### config.mk
export PLATFORM = sky130hd
export DESIGN_NAME = rgb_to_hsv_converter_core_flat
export DESIGN_NICKNAME = d
export VERILOG_FILES = /design/src/hdl/rgb2hsv_pkg.sv /design/src/hdl/rgb2hsv_pix_if.sv /design/src/hdl/rgb2hsv_hsv_if.sv /design/src/hdl/rgb_to_hsv_converter_core.sv /design/src/hdl/rgb2hsv_prep.sv /design/src/hdl/rgb2hsv_div.sv /design/src/hdl/rgb2hsv_post.sv /design/src/flat_wrapper.sv
export SDC_FILE = /design/constraint.sdc
export NUM_CORES = 1
export LEC_CHECK = 0
export BUFFER_PORTS_ARGS = -buffer_cell sky130_fd_sc_hd__buf_2
export CAP_MARGIN = 20
export CORE_MARGIN = 2
export CORE_UTILIZATION = 40
export DETAILED_ROUTE_END_ITERATION = 6
export RECOVER_POWER = 100
export SKIP_LAST_GASP = 1
export SYNTH_ARGS = -nofsm -noshare
export SYNTH_HDL_FRONTEND = slang
export SYNTH_SLANG_ARGS = --single-unit
### constraint.sdc
create_clock -name clk_i -period 4.2 [get_ports clk_i]
set_clock_uncertainty 0.1 [all_clocks]
set_input_delay 0.84 -clock clk_i [delete_from_list [all_inputs] [get_ports clk_i]]
set_output_delay 0.84 -clock clk_i [all_outputs]
set_load 0.02 [all_outputs]
### src/hdl/rgb2hsv_pkg.sv
// Shared types and constants for the RGB to HSV converter.
// No dependencies; compile first.
package rgb2hsv_pkg;

  localparam int HUE_W      = 15;
  localparam int HUE_SUM_W  = 16;
  localparam int HUE_QUOT_W = 12;

  // 3840 = 4096 - 256, hue quotient scale for sixty degrees
  localparam int HUE_MUL_HI_SH = 12;
  localparam int HUE_MUL_LO_SH = 8;

  localparam logic signed [HUE_SUM_W-1:0] HUE_BASE_RED   = 16'sd0;
  localparam logic signed [HUE_SUM_W-1:0] HUE_BASE_GREEN = 16'sd7680;
  localparam logic signed [HUE_SUM_W-1:0] HUE_BASE_BLUE  = 16'sd15360;
  localparam logic signed [HUE_SUM_W-1:0] HUE_FULL       = 16'sd23040;

  typedef enum logic [1:0] {
    SECT_RED   = 2'd0,
    SECT_GREEN = 2'd1,
    SECT_BLUE  = 2'd2
  } sector_e;

  typedef struct packed {
    sector_e sector;
    logic    neg;
    logic    gray;
  } hue_ctl_t;

endpackage

### src/hdl/rgb2hsv_pix_if.sv
// Pixel input channel: valid/ready handshake carrying one RGB word.
// Depends on nothing.
interface rgb2hsv_pix_if #(
  parameter int CHANNEL_BITS = 8
);
  logic                    valid;
  logic                    ready;
  logic [CHANNEL_BITS-1:0] red_in;
  logic [CHANNEL_BITS-1:0] green_in;
  logic [CHANNEL_BITS-1:0] blue_in;

  modport source (output valid, output red_in, output green_in, output blue_in, input ready);
  modport sink   (input valid, input red_in, input green_in, input blue_in, output ready);
endinterface

### src/hdl/rgb2hsv_hsv_if.sv
// Result channel: valid/ready handshake carrying one HSV word.
// Depends on rgb2hsv_pkg.
interface rgb2hsv_hsv_if #(
  parameter int CHANNEL_BITS = 8
);
  logic                           valid;
  logic                           ready;
  logic [rgb2hsv_pkg::HUE_W-1:0]  hue_out;
  logic [CHANNEL_BITS-1:0]        saturation_out;
  logic [CHANNEL_BITS-1:0]        value_out;

  modport source (output valid, output hue_out, output saturation_out, output value_out,
                  input ready);
  modport sink   (input valid, input hue_out, input saturation_out, input value_out,
                  output ready);
endinterface

### src/hdl/rgb_to_hsv_converter_core.sv
// RGB to HSV converter, top level: prep, bit-per-stage divider and post.
// Throughput: one word per cycle unless stalled; every stage holds under
// back-pressure and fills bubbles, so input is taken while a result waits
// at the output until every stage is full.
// Reset (rst_ni low, asynchronous) clears all stage valid bits only.
// Depends on rgb2hsv_pkg, rgb2hsv_pix_if, rgb2hsv_hsv_if, prep, div, post.
module rgb_to_hsv_converter_core #(
  parameter int CHANNEL_BITS = 8
) (
  input  logic                 clk_i,
  input  logic                 rst_ni,
  rgb2hsv_pix_if.sink          pix_i,
  rgb2hsv_hsv_if.source        hsv_o
);

  localparam int QuotBits = (CHANNEL_BITS > rgb2hsv_pkg::HUE_QUOT_W) ?
                            CHANNEL_BITS : rgb2hsv_pkg::HUE_QUOT_W;
  localparam int DivW     = CHANNEL_BITS + QuotBits;

  logic                              pd_valid;
  logic                              pd_ready;
  logic [CHANNEL_BITS-1:0]           pd_value;
  logic [CHANNEL_BITS-1:0]           pd_delta;
  rgb2hsv_pkg::hue_ctl_t             pd_ctl;
  logic [DivW-1:0]                   pd_dvd_sat;
  logic [DivW-1:0]                   pd_dvd_hue;

  logic                              dp_valid;
  logic                              dp_ready;
  logic [CHANNEL_BITS-1:0]           dp_value;
  rgb2hsv_pkg::hue_ctl_t             dp_ctl;
  logic [CHANNEL_BITS-1:0]           dp_quot_sat;
  logic [rgb2hsv_pkg::HUE_QUOT_W-1:0] dp_quot_hue;

  rgb2hsv_prep #(
    .CHANNEL_BITS (CHANNEL_BITS),
    .DIV_W        (DivW)
  ) u_prep (
    .clk_i       (clk_i),
    .rst_ni      (rst_ni),
    .in_valid_i  (pix_i.valid),
    .in_ready_o  (pix_i.ready),
    .red_i       (pix_i.red_in),
    .green_i     (pix_i.green_in),
    .blue_i      (pix_i.blue_in),
    .out_valid_o (pd_valid),
    .out_ready_i (pd_ready),
    .value_o     (pd_value),
    .delta_o     (pd_delta),
    .ctl_o       (pd_ctl),
    .dvd_sat_o   (pd_dvd_sat),
    .dvd_hue_o   (pd_dvd_hue)
  );

  rgb2hsv_div #(
    .CHANNEL_BITS (CHANNEL_BITS),
    .QUOT_BITS    (QuotBits),
    .DIV_W        (DivW)
  ) u_div (
    .clk_i       (clk_i),
    .rst_ni      (rst_ni),
    .in_valid_i  (pd_valid),
    .in_ready_o  (pd_ready),
    .value_i     (pd_value),
    .delta_i     (pd_delta),
    .ctl_i       (pd_ctl),
    .dvd_sat_i   (pd_dvd_sat),
    .dvd_hue_i   (pd_dvd_hue),
    .out_valid_o (dp_valid),
    .out_ready_i (dp_ready),
    .value_o     (dp_value),
    .ctl_o       (dp_ctl),
    .quot_sat_o  (dp_quot_sat),
    .quot_hue_o  (dp_quot_hue)
  );

  rgb2hsv_post #(
    .CHANNEL_BITS (CHANNEL_BITS)
  ) u_post (
    .clk_i       (clk_i),
    .rst_ni      (rst_ni),
    .in_valid_i  (dp_valid),
    .in_ready_o  (dp_ready),
    .value_i     (dp_value),
    .ctl_i       (dp_ctl),
    .quot_sat_i  (dp_quot_sat),
    .quot_hue_i  (dp_quot_hue),
    .out_valid_o (hsv_o.valid),
    .out_ready_i (hsv_o.ready),
    .hue_o       (hsv_o.hue_out),
    .sat_o       (hsv_o.saturation_out),
    .value_o     (hsv_o.value_out)
  );

endmodule

### src/hdl/rgb2hsv_prep.sv
// Front end: max/min/sector selection, then dividend forming (two stages).
// Depends on rgb2hsv_pkg.
module rgb2hsv_prep #(
  parameter int CHANNEL_BITS = 8,
  parameter int DIV_W        = 20
) (
  input  logic                    clk_i,
  input  logic                    rst_ni,
  input  logic                    in_valid_i,
  output logic                    in_ready_o,
  input  logic [CHANNEL_BITS-1:0] red_i,
  input  logic [CHANNEL_BITS-1:0] green_i,
  input  logic [CHANNEL_BITS-1:0] blue_i,
  output logic                    out_valid_o,
  input  logic                    out_ready_i,
  output logic [CHANNEL_BITS-1:0] value_o,
  output logic [CHANNEL_BITS-1:0] delta_o,
  output rgb2hsv_pkg::hue_ctl_t   ctl_o,
  output logic [DIV_W-1:0]        dvd_sat_o,
  output logic [DIV_W-1:0]        dvd_hue_o
);

  logic                    en_a;
  logic                    en_b;
  logic [CHANNEL_BITS-1:0] hi_d;
  logic [CHANNEL_BITS-1:0] lo_d;
  logic [CHANNEL_BITS-1:0] dx;
  logic [CHANNEL_BITS-1:0] dy;
  logic [CHANNEL_BITS-1:0] mag_d;
  logic [CHANNEL_BITS-1:0] delta_d;
  rgb2hsv_pkg::hue_ctl_t   ctl_d;

  logic                    a_vld_q;
  logic [CHANNEL_BITS-1:0] a_value_q;
  logic [CHANNEL_BITS-1:0] a_delta_q;
  logic [CHANNEL_BITS-1:0] a_mag_q;
  rgb2hsv_pkg::hue_ctl_t   a_ctl_q;

  logic                    b_vld_q;
  logic [CHANNEL_BITS-1:0] b_value_q;
  logic [CHANNEL_BITS-1:0] b_delta_q;
  rgb2hsv_pkg::hue_ctl_t   b_ctl_q;
  logic [DIV_W-1:0]        b_dvd_sat_q;
  logic [DIV_W-1:0]        b_dvd_hue_q;
  logic [DIV_W-1:0]        dvd_sat_d;
  logic [DIV_W-1:0]        dvd_hue_d;

  assign en_b       = !b_vld_q || out_ready_i;
  assign en_a       = !a_vld_q || en_b;
  assign in_ready_o = en_a;

  always_comb begin
    if (red_i >= green_i && red_i >= blue_i) begin
      ctl_d.sector = rgb2hsv_pkg::SECT_RED;
      hi_d         = red_i;
      dx           = green_i;
      dy           = blue_i;
    end else if (green_i >= blue_i) begin
      ctl_d.sector = rgb2hsv_pkg::SECT_GREEN;
      hi_d         = green_i;
      dx           = blue_i;
      dy           = red_i;
    end else begin
      ctl_d.sector = rgb2hsv_pkg::SECT_BLUE;
      hi_d         = blue_i;
      dx           = red_i;
      dy           = green_i;
    end
    lo_d = red_i;
    if (green_i < lo_d) lo_d = green_i;
    if (blue_i < lo_d) lo_d = blue_i;
    delta_d    = hi_d - lo_d;
    ctl_d.neg  = dx < dy;
    mag_d      = ctl_d.neg ? (dy - dx) : (dx - dy);
    ctl_d.gray = delta_d == '0;
  end

  assign dvd_sat_d = (DIV_W'(a_delta_q) << CHANNEL_BITS) - DIV_W'(a_delta_q);
  assign dvd_hue_d = (DIV_W'(a_mag_q) << rgb2hsv_pkg::HUE_MUL_HI_SH)
                   - (DIV_W'(a_mag_q) << rgb2hsv_pkg::HUE_MUL_LO_SH);

  always_ff @(posedge clk_i or negedge rst_ni) begin
    if (!rst_ni) begin
      a_vld_q <= 1'b0;
      b_vld_q <= 1'b0;
    end else begin
      if (en_a) a_vld_q <= in_valid_i;
      if (en_b) b_vld_q <= a_vld_q;
    end
  end

  always_ff @(posedge clk_i) begin
    if (en_a && in_valid_i) begin
      a_value_q <= hi_d;
      a_delta_q <= delta_d;
      a_mag_q   <= mag_d;
      a_ctl_q   <= ctl_d;
    end
    if (en_b && a_vld_q) begin
      b_value_q   <= a_value_q;
      b_delta_q   <= a_delta_q;
      b_ctl_q     <= a_ctl_q;
      b_dvd_sat_q <= dvd_sat_d;
      b_dvd_hue_q <= dvd_hue_d;
    end
  end

  assign out_valid_o = b_vld_q;
  assign value_o     = b_value_q;
  assign delta_o     = b_delta_q;
  assign ctl_o       = b_ctl_q;
  assign dvd_sat_o   = b_dvd_sat_q;
  assign dvd_hue_o   = b_dvd_hue_q;

endmodule

### src/hdl/rgb2hsv_div.sv
// Two-lane pipelined restoring divider, one quotient bit per stage.
// Lane S: saturation (divisor = value); lane H: hue (divisor = delta). Depends on rgb2hsv_pkg.
module rgb2hsv_div #(
  parameter int CHANNEL_BITS = 8,
  parameter int QUOT_BITS    = 12,
  parameter int DIV_W        = 20
) (
  input  logic                    clk_i,
  input  logic                    rst_ni,
  input  logic                    in_valid_i,
  output logic                    in_ready_o,
  input  logic [CHANNEL_BITS-1:0] value_i,
  input  logic [CHANNEL_BITS-1:0] delta_i,
  input  rgb2hsv_pkg::hue_ctl_t   ctl_i,
  input  logic [DIV_W-1:0]        dvd_sat_i,
  input  logic [DIV_W-1:0]        dvd_hue_i,
  output logic                    out_valid_o,
  input  logic                    out_ready_i,
  output logic [CHANNEL_BITS-1:0] value_o,
  output rgb2hsv_pkg::hue_ctl_t   ctl_o,
  output logic [CHANNEL_BITS-1:0]             quot_sat_o,
  output logic [rgb2hsv_pkg::HUE_QUOT_W-1:0] quot_hue_o
);

  logic [QUOT_BITS:0]      en;
  logic [QUOT_BITS-1:0]    vld_q;
  logic [QUOT_BITS-1:0]    src_vld;

  logic [CHANNEL_BITS-1:0] value_q   [QUOT_BITS];
  logic [CHANNEL_BITS-1:0] delta_q   [QUOT_BITS];
  rgb2hsv_pkg::hue_ctl_t   ctl_q     [QUOT_BITS];
  logic [DIV_W-1:0]        rem_s_q   [QUOT_BITS];
  logic [DIV_W-1:0]        rem_h_q   [QUOT_BITS];
  logic [QUOT_BITS-1:0]    quot_s_q  [QUOT_BITS];
  logic [QUOT_BITS-1:0]    quot_h_q  [QUOT_BITS];

  logic [CHANNEL_BITS-1:0] src_value [QUOT_BITS];
  logic [CHANNEL_BITS-1:0] src_delta [QUOT_BITS];
  rgb2hsv_pkg::hue_ctl_t   src_ctl   [QUOT_BITS];
  logic [DIV_W-1:0]        src_rem_s [QUOT_BITS];
  logic [DIV_W-1:0]        src_rem_h [QUOT_BITS];
  logic [QUOT_BITS-1:0]    src_quot_s[QUOT_BITS];
  logic [QUOT_BITS-1:0]    src_quot_h[QUOT_BITS];

  assign en[QUOT_BITS] = out_ready_i;
  assign in_ready_o    = en[0];

  for (genvar k = 0; k < QUOT_BITS; k++) begin : g_stage
    localparam int Sh = QUOT_BITS - 1 - k;

    logic [DIV_W-1:0] dsr_s;
    logic [DIV_W-1:0] dsr_h;
    logic             bit_s;
    logic             bit_h;
    logic [DIV_W-1:0] rem_s_d;
    logic [DIV_W-1:0] rem_h_d;

    if (k == 0) begin : g_first
      assign src_vld[k]    = in_valid_i;
      assign src_value[k]  = value_i;
      assign src_delta[k]  = delta_i;
      assign src_ctl[k]    = ctl_i;
      assign src_rem_s[k]  = dvd_sat_i;
      assign src_rem_h[k]  = dvd_hue_i;
      assign src_quot_s[k] = '0;
      assign src_quot_h[k] = '0;
    end else begin : g_next
      assign src_vld[k]    = vld_q[k-1];
      assign src_value[k]  = value_q[k-1];
      assign src_delta[k]  = delta_q[k-1];
      assign src_ctl[k]    = ctl_q[k-1];
      assign src_rem_s[k]  = rem_s_q[k-1];
      assign src_rem_h[k]  = rem_h_q[k-1];
      assign src_quot_s[k] = quot_s_q[k-1];
      assign src_quot_h[k] = quot_h_q[k-1];
    end

    assign en[k]   = !vld_q[k] || en[k+1];
    assign dsr_s   = DIV_W'(src_value[k]) << Sh;
    assign dsr_h   = DIV_W'(src_delta[k]) << Sh;
    assign bit_s   = src_rem_s[k] >= dsr_s;
    assign bit_h   = src_rem_h[k] >= dsr_h;
    assign rem_s_d = bit_s ? (src_rem_s[k] - dsr_s) : src_rem_s[k];
    assign rem_h_d = bit_h ? (src_rem_h[k] - dsr_h) : src_rem_h[k];

    always_ff @(posedge clk_i or negedge rst_ni) begin
      if (!rst_ni) begin
        vld_q[k] <= 1'b0;
      end else if (en[k]) begin
        vld_q[k] <= src_vld[k];
      end
    end

    always_ff @(posedge clk_i) begin
      if (en[k] && src_vld[k]) begin
        value_q[k]  <= src_value[k];
        delta_q[k]  <= src_delta[k];
        ctl_q[k]    <= src_ctl[k];
        rem_s_q[k]  <= rem_s_d;
        rem_h_q[k]  <= rem_h_d;
        quot_s_q[k] <= {src_quot_s[k][QUOT_BITS-2:0], bit_s};
        quot_h_q[k] <= {src_quot_h[k][QUOT_BITS-2:0], bit_h};
      end
    end
  end

  assign out_valid_o = vld_q[QUOT_BITS-1];
  assign value_o     = value_q[QUOT_BITS-1];
  assign ctl_o       = ctl_q[QUOT_BITS-1];
  assign quot_sat_o  = quot_s_q[QUOT_BITS-1][CHANNEL_BITS-1:0];
  assign quot_hue_o  = quot_h_q[QUOT_BITS-1][rgb2hsv_pkg::HUE_QUOT_W-1:0];

endmodule

### src/hdl/rgb2hsv_post.sv
// Back end: sector offset, sign, wrap into one turn, output register.
// Depends on rgb2hsv_pkg.
module rgb2hsv_post #(
  parameter int CHANNEL_BITS = 8
) (
  input  logic                              clk_i,
  input  logic                              rst_ni,
  input  logic                              in_valid_i,
  output logic                              in_ready_o,
  input  logic [CHANNEL_BITS-1:0]           value_i,
  input  rgb2hsv_pkg::hue_ctl_t             ctl_i,
  input  logic [CHANNEL_BITS-1:0]           quot_sat_i,
  input  logic [rgb2hsv_pkg::HUE_QUOT_W-1:0] quot_hue_i,
  output logic                              out_valid_o,
  input  logic                              out_ready_i,
  output logic [rgb2hsv_pkg::HUE_W-1:0]     hue_o,
  output logic [CHANNEL_BITS-1:0]           sat_o,
  output logic [CHANNEL_BITS-1:0]           value_o
);

  logic                                   vld_q;
  logic                                   en;
  logic signed [rgb2hsv_pkg::HUE_SUM_W-1:0] base;
  logic signed [rgb2hsv_pkg::HUE_SUM_W-1:0] quot;
  logic signed [rgb2hsv_pkg::HUE_SUM_W-1:0] sum;
  logic signed [rgb2hsv_pkg::HUE_SUM_W-1:0] wrapped;
  logic [rgb2hsv_pkg::HUE_W-1:0]          hue_d;
  logic [CHANNEL_BITS-1:0]                sat_d;
  logic [rgb2hsv_pkg::HUE_W-1:0]          hue_q;
  logic [CHANNEL_BITS-1:0]                sat_q;
  logic [CHANNEL_BITS-1:0]                value_q;

  assign en         = !vld_q || out_ready_i;
  assign in_ready_o = en;

  always_comb begin
    case (ctl_i.sector)
      rgb2hsv_pkg::SECT_RED:   base = rgb2hsv_pkg::HUE_BASE_RED;
      rgb2hsv_pkg::SECT_GREEN: base = rgb2hsv_pkg::HUE_BASE_GREEN;
      rgb2hsv_pkg::SECT_BLUE:  base = rgb2hsv_pkg::HUE_BASE_BLUE;
      default:                 base = rgb2hsv_pkg::HUE_BASE_RED;
    endcase
    quot = signed'(rgb2hsv_pkg::HUE_SUM_W'(quot_hue_i));
    sum  = ctl_i.neg ? (base - quot) : (base + quot);
    if (sum < 0) begin
      wrapped = sum + rgb2hsv_pkg::HUE_FULL;
    end else if (sum >= rgb2hsv_pkg::HUE_FULL) begin
      wrapped = sum - rgb2hsv_pkg::HUE_FULL;
    end else begin
      wrapped = sum;
    end
    hue_d = ctl_i.gray ? '0 : wrapped[rgb2hsv_pkg::HUE_W-1:0];
    sat_d = ctl_i.gray ? '0 : quot_sat_i;
  end

  always_ff @(posedge clk_i or negedge rst_ni) begin
    if (!rst_ni) begin
      vld_q <= 1'b0;
    end else if (en) begin
      vld_q <= in_valid_i;
    end
  end

  always_ff @(posedge clk_i) begin
    if (en && in_valid_i) begin
      hue_q   <= hue_d;
      sat_q   <= sat_d;
      value_q <= value_i;
    end
  end

  assign out_valid_o = vld_q;
  assign hue_o       = hue_q;
  assign sat_o       = sat_q;
  assign value_o     = value_q;

endmodule

### src/flat_wrapper.sv
// flat-port wrapper written by rule: the top's interface ports become plain ports
module rgb_to_hsv_converter_core_flat 
#(
  parameter int CHANNEL_BITS = 8
)
  (clk_i, rst_ni, pix_i_valid, pix_i_red_in, pix_i_green_in, pix_i_blue_in, pix_i_ready, hsv_o_valid, hsv_o_hue_out, hsv_o_saturation_out, hsv_o_value_out, hsv_o_ready);
  rgb2hsv_pix_if #(.CHANNEL_BITS(CHANNEL_BITS)) pix_i_i ();
  rgb2hsv_hsv_if #(.CHANNEL_BITS(CHANNEL_BITS)) hsv_o_i ();
  input  logic clk_i;
  input  logic rst_ni;
  input wire logic [$bits(pix_i_i.valid)-1:0] pix_i_valid;
  input wire logic [$bits(pix_i_i.red_in)-1:0] pix_i_red_in;
  input wire logic [$bits(pix_i_i.green_in)-1:0] pix_i_green_in;
  input wire logic [$bits(pix_i_i.blue_in)-1:0] pix_i_blue_in;
  output wire logic [$bits(pix_i_i.ready)-1:0] pix_i_ready;
  output wire logic [$bits(hsv_o_i.valid)-1:0] hsv_o_valid;
  output wire logic [$bits(hsv_o_i.hue_out)-1:0] hsv_o_hue_out;
  output wire logic [$bits(hsv_o_i.saturation_out)-1:0] hsv_o_saturation_out;
  output wire logic [$bits(hsv_o_i.value_out)-1:0] hsv_o_value_out;
  input wire logic [$bits(hsv_o_i.ready)-1:0] hsv_o_ready;
  assign pix_i_i.valid = pix_i_valid;
  assign pix_i_i.red_in = pix_i_red_in;
  assign pix_i_i.green_in = pix_i_green_in;
  assign pix_i_i.blue_in = pix_i_blue_in;
  assign pix_i_ready = pix_i_i.ready;
  assign hsv_o_valid = hsv_o_i.valid;
  assign hsv_o_hue_out = hsv_o_i.hue_out;
  assign hsv_o_saturation_out = hsv_o_i.saturation_out;
  assign hsv_o_value_out = hsv_o_i.value_out;
  assign hsv_o_i.ready = hsv_o_ready;
  rgb_to_hsv_converter_core #(.CHANNEL_BITS(CHANNEL_BITS)) u_core (.clk_i(clk_i), .rst_ni(rst_ni), .pix_i(pix_i_i), .hsv_o(hsv_o_i));
endmodule
==> results.md <==
| Group | Metric | Reported |
| --- | --- | --- |
| worst setup path | Last element of the critical path | u_core.u_prep.a_mag_q[7] |
| worst setup path | Cell Chain, Critical Path | buf_2 > clkbuf_1 > inv_1 > ha_1 > nand2b_1 > a211oi_1 > o21ai_0 > o2111ai_1 > a22oi_1 > buf_4 > nor2_2 > a21o_1 > ha_4 > fa_2 > nand2b_4 > a21oi_4 > o221ai_4 > buf_12 > mux2i_4 > a211oi_2 > o31ai_2 > nand2_1 > xor2_1 |
| yosys | Avg Inst Size Synth | 12.4 sq um |
| yosys | Number of register bits inferred by synthesis | 837 |
| die | Placement Rows | 118 |
| final layout | Post-route cell area | 0.0491 sq mm |
| yosys | Portion of the post-synthesis area used by sequential elements | 59.6% |
| worst setup path | R2R depth | 6 |
| outcome | Failing checks | max-capacitance violations, max-slew violations, negative setup slack |
| final layout | Highest-count cells in the layout ignoring fill and taps | sky130_fd_sc_hd__edfxtp_1 (822), sky130_fd_sc_hd__inv_1 (312), sky130_fd_sc_hd__ha_1 (245) |
| cts | Root cell of the clock tree | sky130_fd_sc_hd__clkbuf_16 |
| placement | DP HPWL | 54,900 um |
| worst setup path | Arrival time worst endpoint | 4970 ps |
| sta | Setup repair after global routing missed its margin | yes |
| final layout | Area Growth Syn to Fin | 16.7% |
| routing | WL per Instance | 14.3 um |
| routing | Total via count after detailed routing | 25.4k |
| placement | Cell Area, Placed | 0.0454 sq mm |
| yosys | Synthesized net count | 3,713 |
| routing | Iteration-0 DRC count of the detailed router | 899 |
| run | Number of violations of the max-capacitance limit | 7 |
| worst setup path | Critical Path Slowest Stage Cell | sky130_fd_sc_hd__fa_2 |
| sta | Number of hold-slack violations in the final timing report | 0 |
| sta | Slew of the pin with the lowest slew margin | 2810 ps |
| yosys | Number of warning messages in the yosys log | 0 |
| sta | Shortest period the worst path allows | 4680 ps |
| outcome | Result of the run | finished, violations left |
| worst setup path | Worst Path Max Fanout | 7 |
| yosys | Total standard cell area after synthesis | 0.0420 sq mm |
| routing | Drt pass-1 iters | 5 |
| die | Initial core utilization | 40.4% |
| worst setup path | Data required time of the critical path | 4480 ps |
| die | I/O pin total | 61 |
| die | Placeable Area | 0.104 sq mm |
| placement | Dpl cells | 4,944 |
| sta | Slew HR | -87.6% |
| sta | Peak clock frequency supported by timing | 0.213 GHz |
| global routing | GRT Residual Overflow | 0 |
| cts | Number of clock buffers inserted by TritonCTS | 92 |
| routing | Count of antenna-violating nets left after detailed routing | 0 |
| yosys | Synth top area cells | sky130_fd_sc_hd__edfxtp_1 (59%), sky130_fd_sc_hd__ha_1 (7.9%), sky130_fd_sc_hd__inv_1 (2.9%) |
| worst setup path | Top cell family by delay on the critical path | compound AO/OA/AOI/OAI gates |
| yosys | Library cell occupying the most area in the post-synthesis netlist | sky130_fd_sc_hd__edfxtp_1 |
| placement | Buffers on Ports | 60 |
| yosys | Portion of synthesized cell area occupied by the leading cell type | 58.7% |
| worst setup path | Crit path capture type | flip-flop |
| worst setup path | Critical Setup Path Class | in -> reg |
| worst setup path | Worst stage delay on the critical path | 400 ps |
| power | Pwr dens | 661 mW/mm^2 |
| global routing | First-pass GRT wire length | 123,000 um |
| global routing | Gr usage total | 13.9% |
| power | Max rail drop VDD | 0.347 mV |
| yosys | Number of distinct library cell variants in the gate-level netlist after synthesis | 74 |
| routing | DR vias/cell | 4.93 |
| sta | Final critical-path setup slack | -484 ps |
| worst setup path | Setup crit start | pix_i_red_in[0] |
| worst setup path | Crit path buf inv count | 5 |
| yosys | Count of flip-flops with a built-in enable after synthesis | 822 |
| final layout | Number of fill cells | 9,356 |
| final layout | Number of standard cells in the final layout excluding fillers | 5,156 |
| cts | Clk sinks | 837 |
| cts | Maximum number of buffers from clock root to sink | 3 |
| worst setup path | Critical Path Stages | 23 |
| sta | Final Setup Violations | 10 |
| worst setup path | Worst reg-to-reg setup slack | 390 ps |
| final layout | Share of the core filled with cells in the final layout | 47.2% |
| worst setup path | Nature of the critical path startpoint | input port |
| cts | Clock tree from TritonCTS | done |
| die | Full die area | 0.108 sq mm |
| yosys | Syn Inst Count | 3,393 |
| die | Die Span X | 328 um |
| final layout | Final-stage net count | 4,018 |
| final layout | Antenna diodes | 0 |
| global routing | Number of global-route vias before repair | 25.9k |
| final layout | Share of post-route cells with drive strength above 1 | 14.2% |
| global routing | Antenna violations before repair | 0 |
| cts | CTS H-tree lvls | 3 |
| cts | Reg clk slew, reported paths | 60 ps |
| hold path | Class of the worst hold path | in -> reg |
| cts | Clock latency of the later-clocked register in the worst-skew pair | 650 ps |
| placement | Routability cong. | 0.893 |
| worst setup path | Capture instance of the worst register-to-register path | u_core.u_div.quot_h_q[2][6] |
| hold path | Hold Crit Start | pix_i_valid |
| yosys | Commonest register cell after synthesis | sky130_fd_sc_hd__edfxtp_1 |
| power | Power after layout | 32.5 mW |
| routing | Final WL | 73,900 um |
| placement | Pre-CTS setup slack | -1390 ps |
| worst setup path | Critical register-to-register path startpoint | u_core.u_post.out_valid_o |
| routing | Number of remaining DRC errors | 0 |
| yosys | Share of async-settable or async-resettable flops after synthesis | 1.79% |
| sta | Period utilisation layout | 112% |
| power | Leakage | 18.8 nW |
| die | Die boundary height | 328 um |
| sta | Count of final max-slew check failures | 343 |
| final layout | Most common cell after layout, fill and taps aside | sky130_fd_sc_hd__edfxtp_1 |
| global routing | Largest net degree at the start of global routing | 74 |
final cells by class:
type	instances	area [sq um]	area share [%]
Sequential cell	837	25100	51.1
Multi-Input combinational cell	2182	16200	33.0
Inverter	323	1240	2.53
Timing Repair Buffer	262	1880	3.83
Clock inverter	59	489	0.997
Tap cell	1380	1730	3.52
Clock buffer	113	2480	5.05
flip-flops by register name, summed over array words and instances (netlist names), 11 cells and up:
name,count
u_core.u_prep.dvd_sat_o,16
u_core.u_prep.dvd_hue_o,12
u_core.u_div.ctl_q,48
u_core.u_div.src_vld,11
u_core.u_post.hue_o,15
u_core.u_div.delta_q,81
u_core.u_div.quot_s_q,36
u_core.u_div.rem_h_q,160
u_core.u_div.rem_s_q,216
u_core.u_div.value_q,96
u_core.u_div.quot_h_q,78
power by group:
group	internal, mW	switching [mW]	leakage (nW)
clock network	4.61	3.15	1.45
registers	12.6	1.35	8.00
logic	4.98	5.79	9.39
total	22.2	10.3	18.8
cell families after synthesis:
group	synth area share, %
simple gates	11.4
flops	59.6
compound gates	9.13
buf+inv	3.37
fa+ha+maj	9.16
xor+xnor	4.99
mux	2.37
other cells	0.00892
worst min path at each step:
stage,endpoint,slack (ps),depth (start not counted)
floorplan,u_core.u_div.ctl_q[0][0],300,0
global placement,u_core.u_div.quot_h_q[2][14],300,0
detailed placement,u_core.u_div.ctl_q[0][15],300,0
CTS,u_core.u_prep.a_vld_q,240,2
global route,u_core.u_prep.a_vld_q,270,2
finish,u_core.u_prep.a_vld_q,300,2
timing repair:
action                                  in CTS  in global routing
gates resized for setup                     57                 48
endpoints found under the setup margin      11                 11
pin swaps                                   41                 32
buffers inserted                            25                 15
endpoints found under the hold margin       15                  0
hold buffers                                 1                  0
Yosys cell counts (all sizes together), types with 9 or more instances:
library cell / instances
a211oi: 19
a21boi: 39
a21o: 69
a21oi: 140
a31oi: 12
and2: 19
clkbuf: 44
dfrtp: 15
edfxtp: 822
fa: 26
ha: 266
inv: 323
mux2: 51
mux2i: 42
nand2: 208
nand2b: 52
nand3: 39
nand3b: 9
nand4: 38
nand4b: 17
nor2: 246
nor2b: 76
nor3: 82
nor4: 44
o21a: 30
o21ai: 195
o31ai: 39
or2: 30
or3: 34
or4: 22
xnor2: 133
xor2: 104
metal layers:
layer / GRT usage, % / vias to the layer above / routed length (um)
met4: 5.65 / 0 / 2590
met2: 26.6 / 332 / 39400
met1: 15.2 / 11900 / 29700
met5: 0 / - / 0
met3: 2.26 / 167 / 2320
li1: - / 13000 / -
per-stage QoR:
stage	hold WS [ps]	TNS, ps
floorplan	300	-5480
global placement	301	-11260
detailed placement	305	-12310
CTS	243	-493
global route	273	-6510
finish	300	-2800
Note: power is estimated with default switching activity, not from simulation.
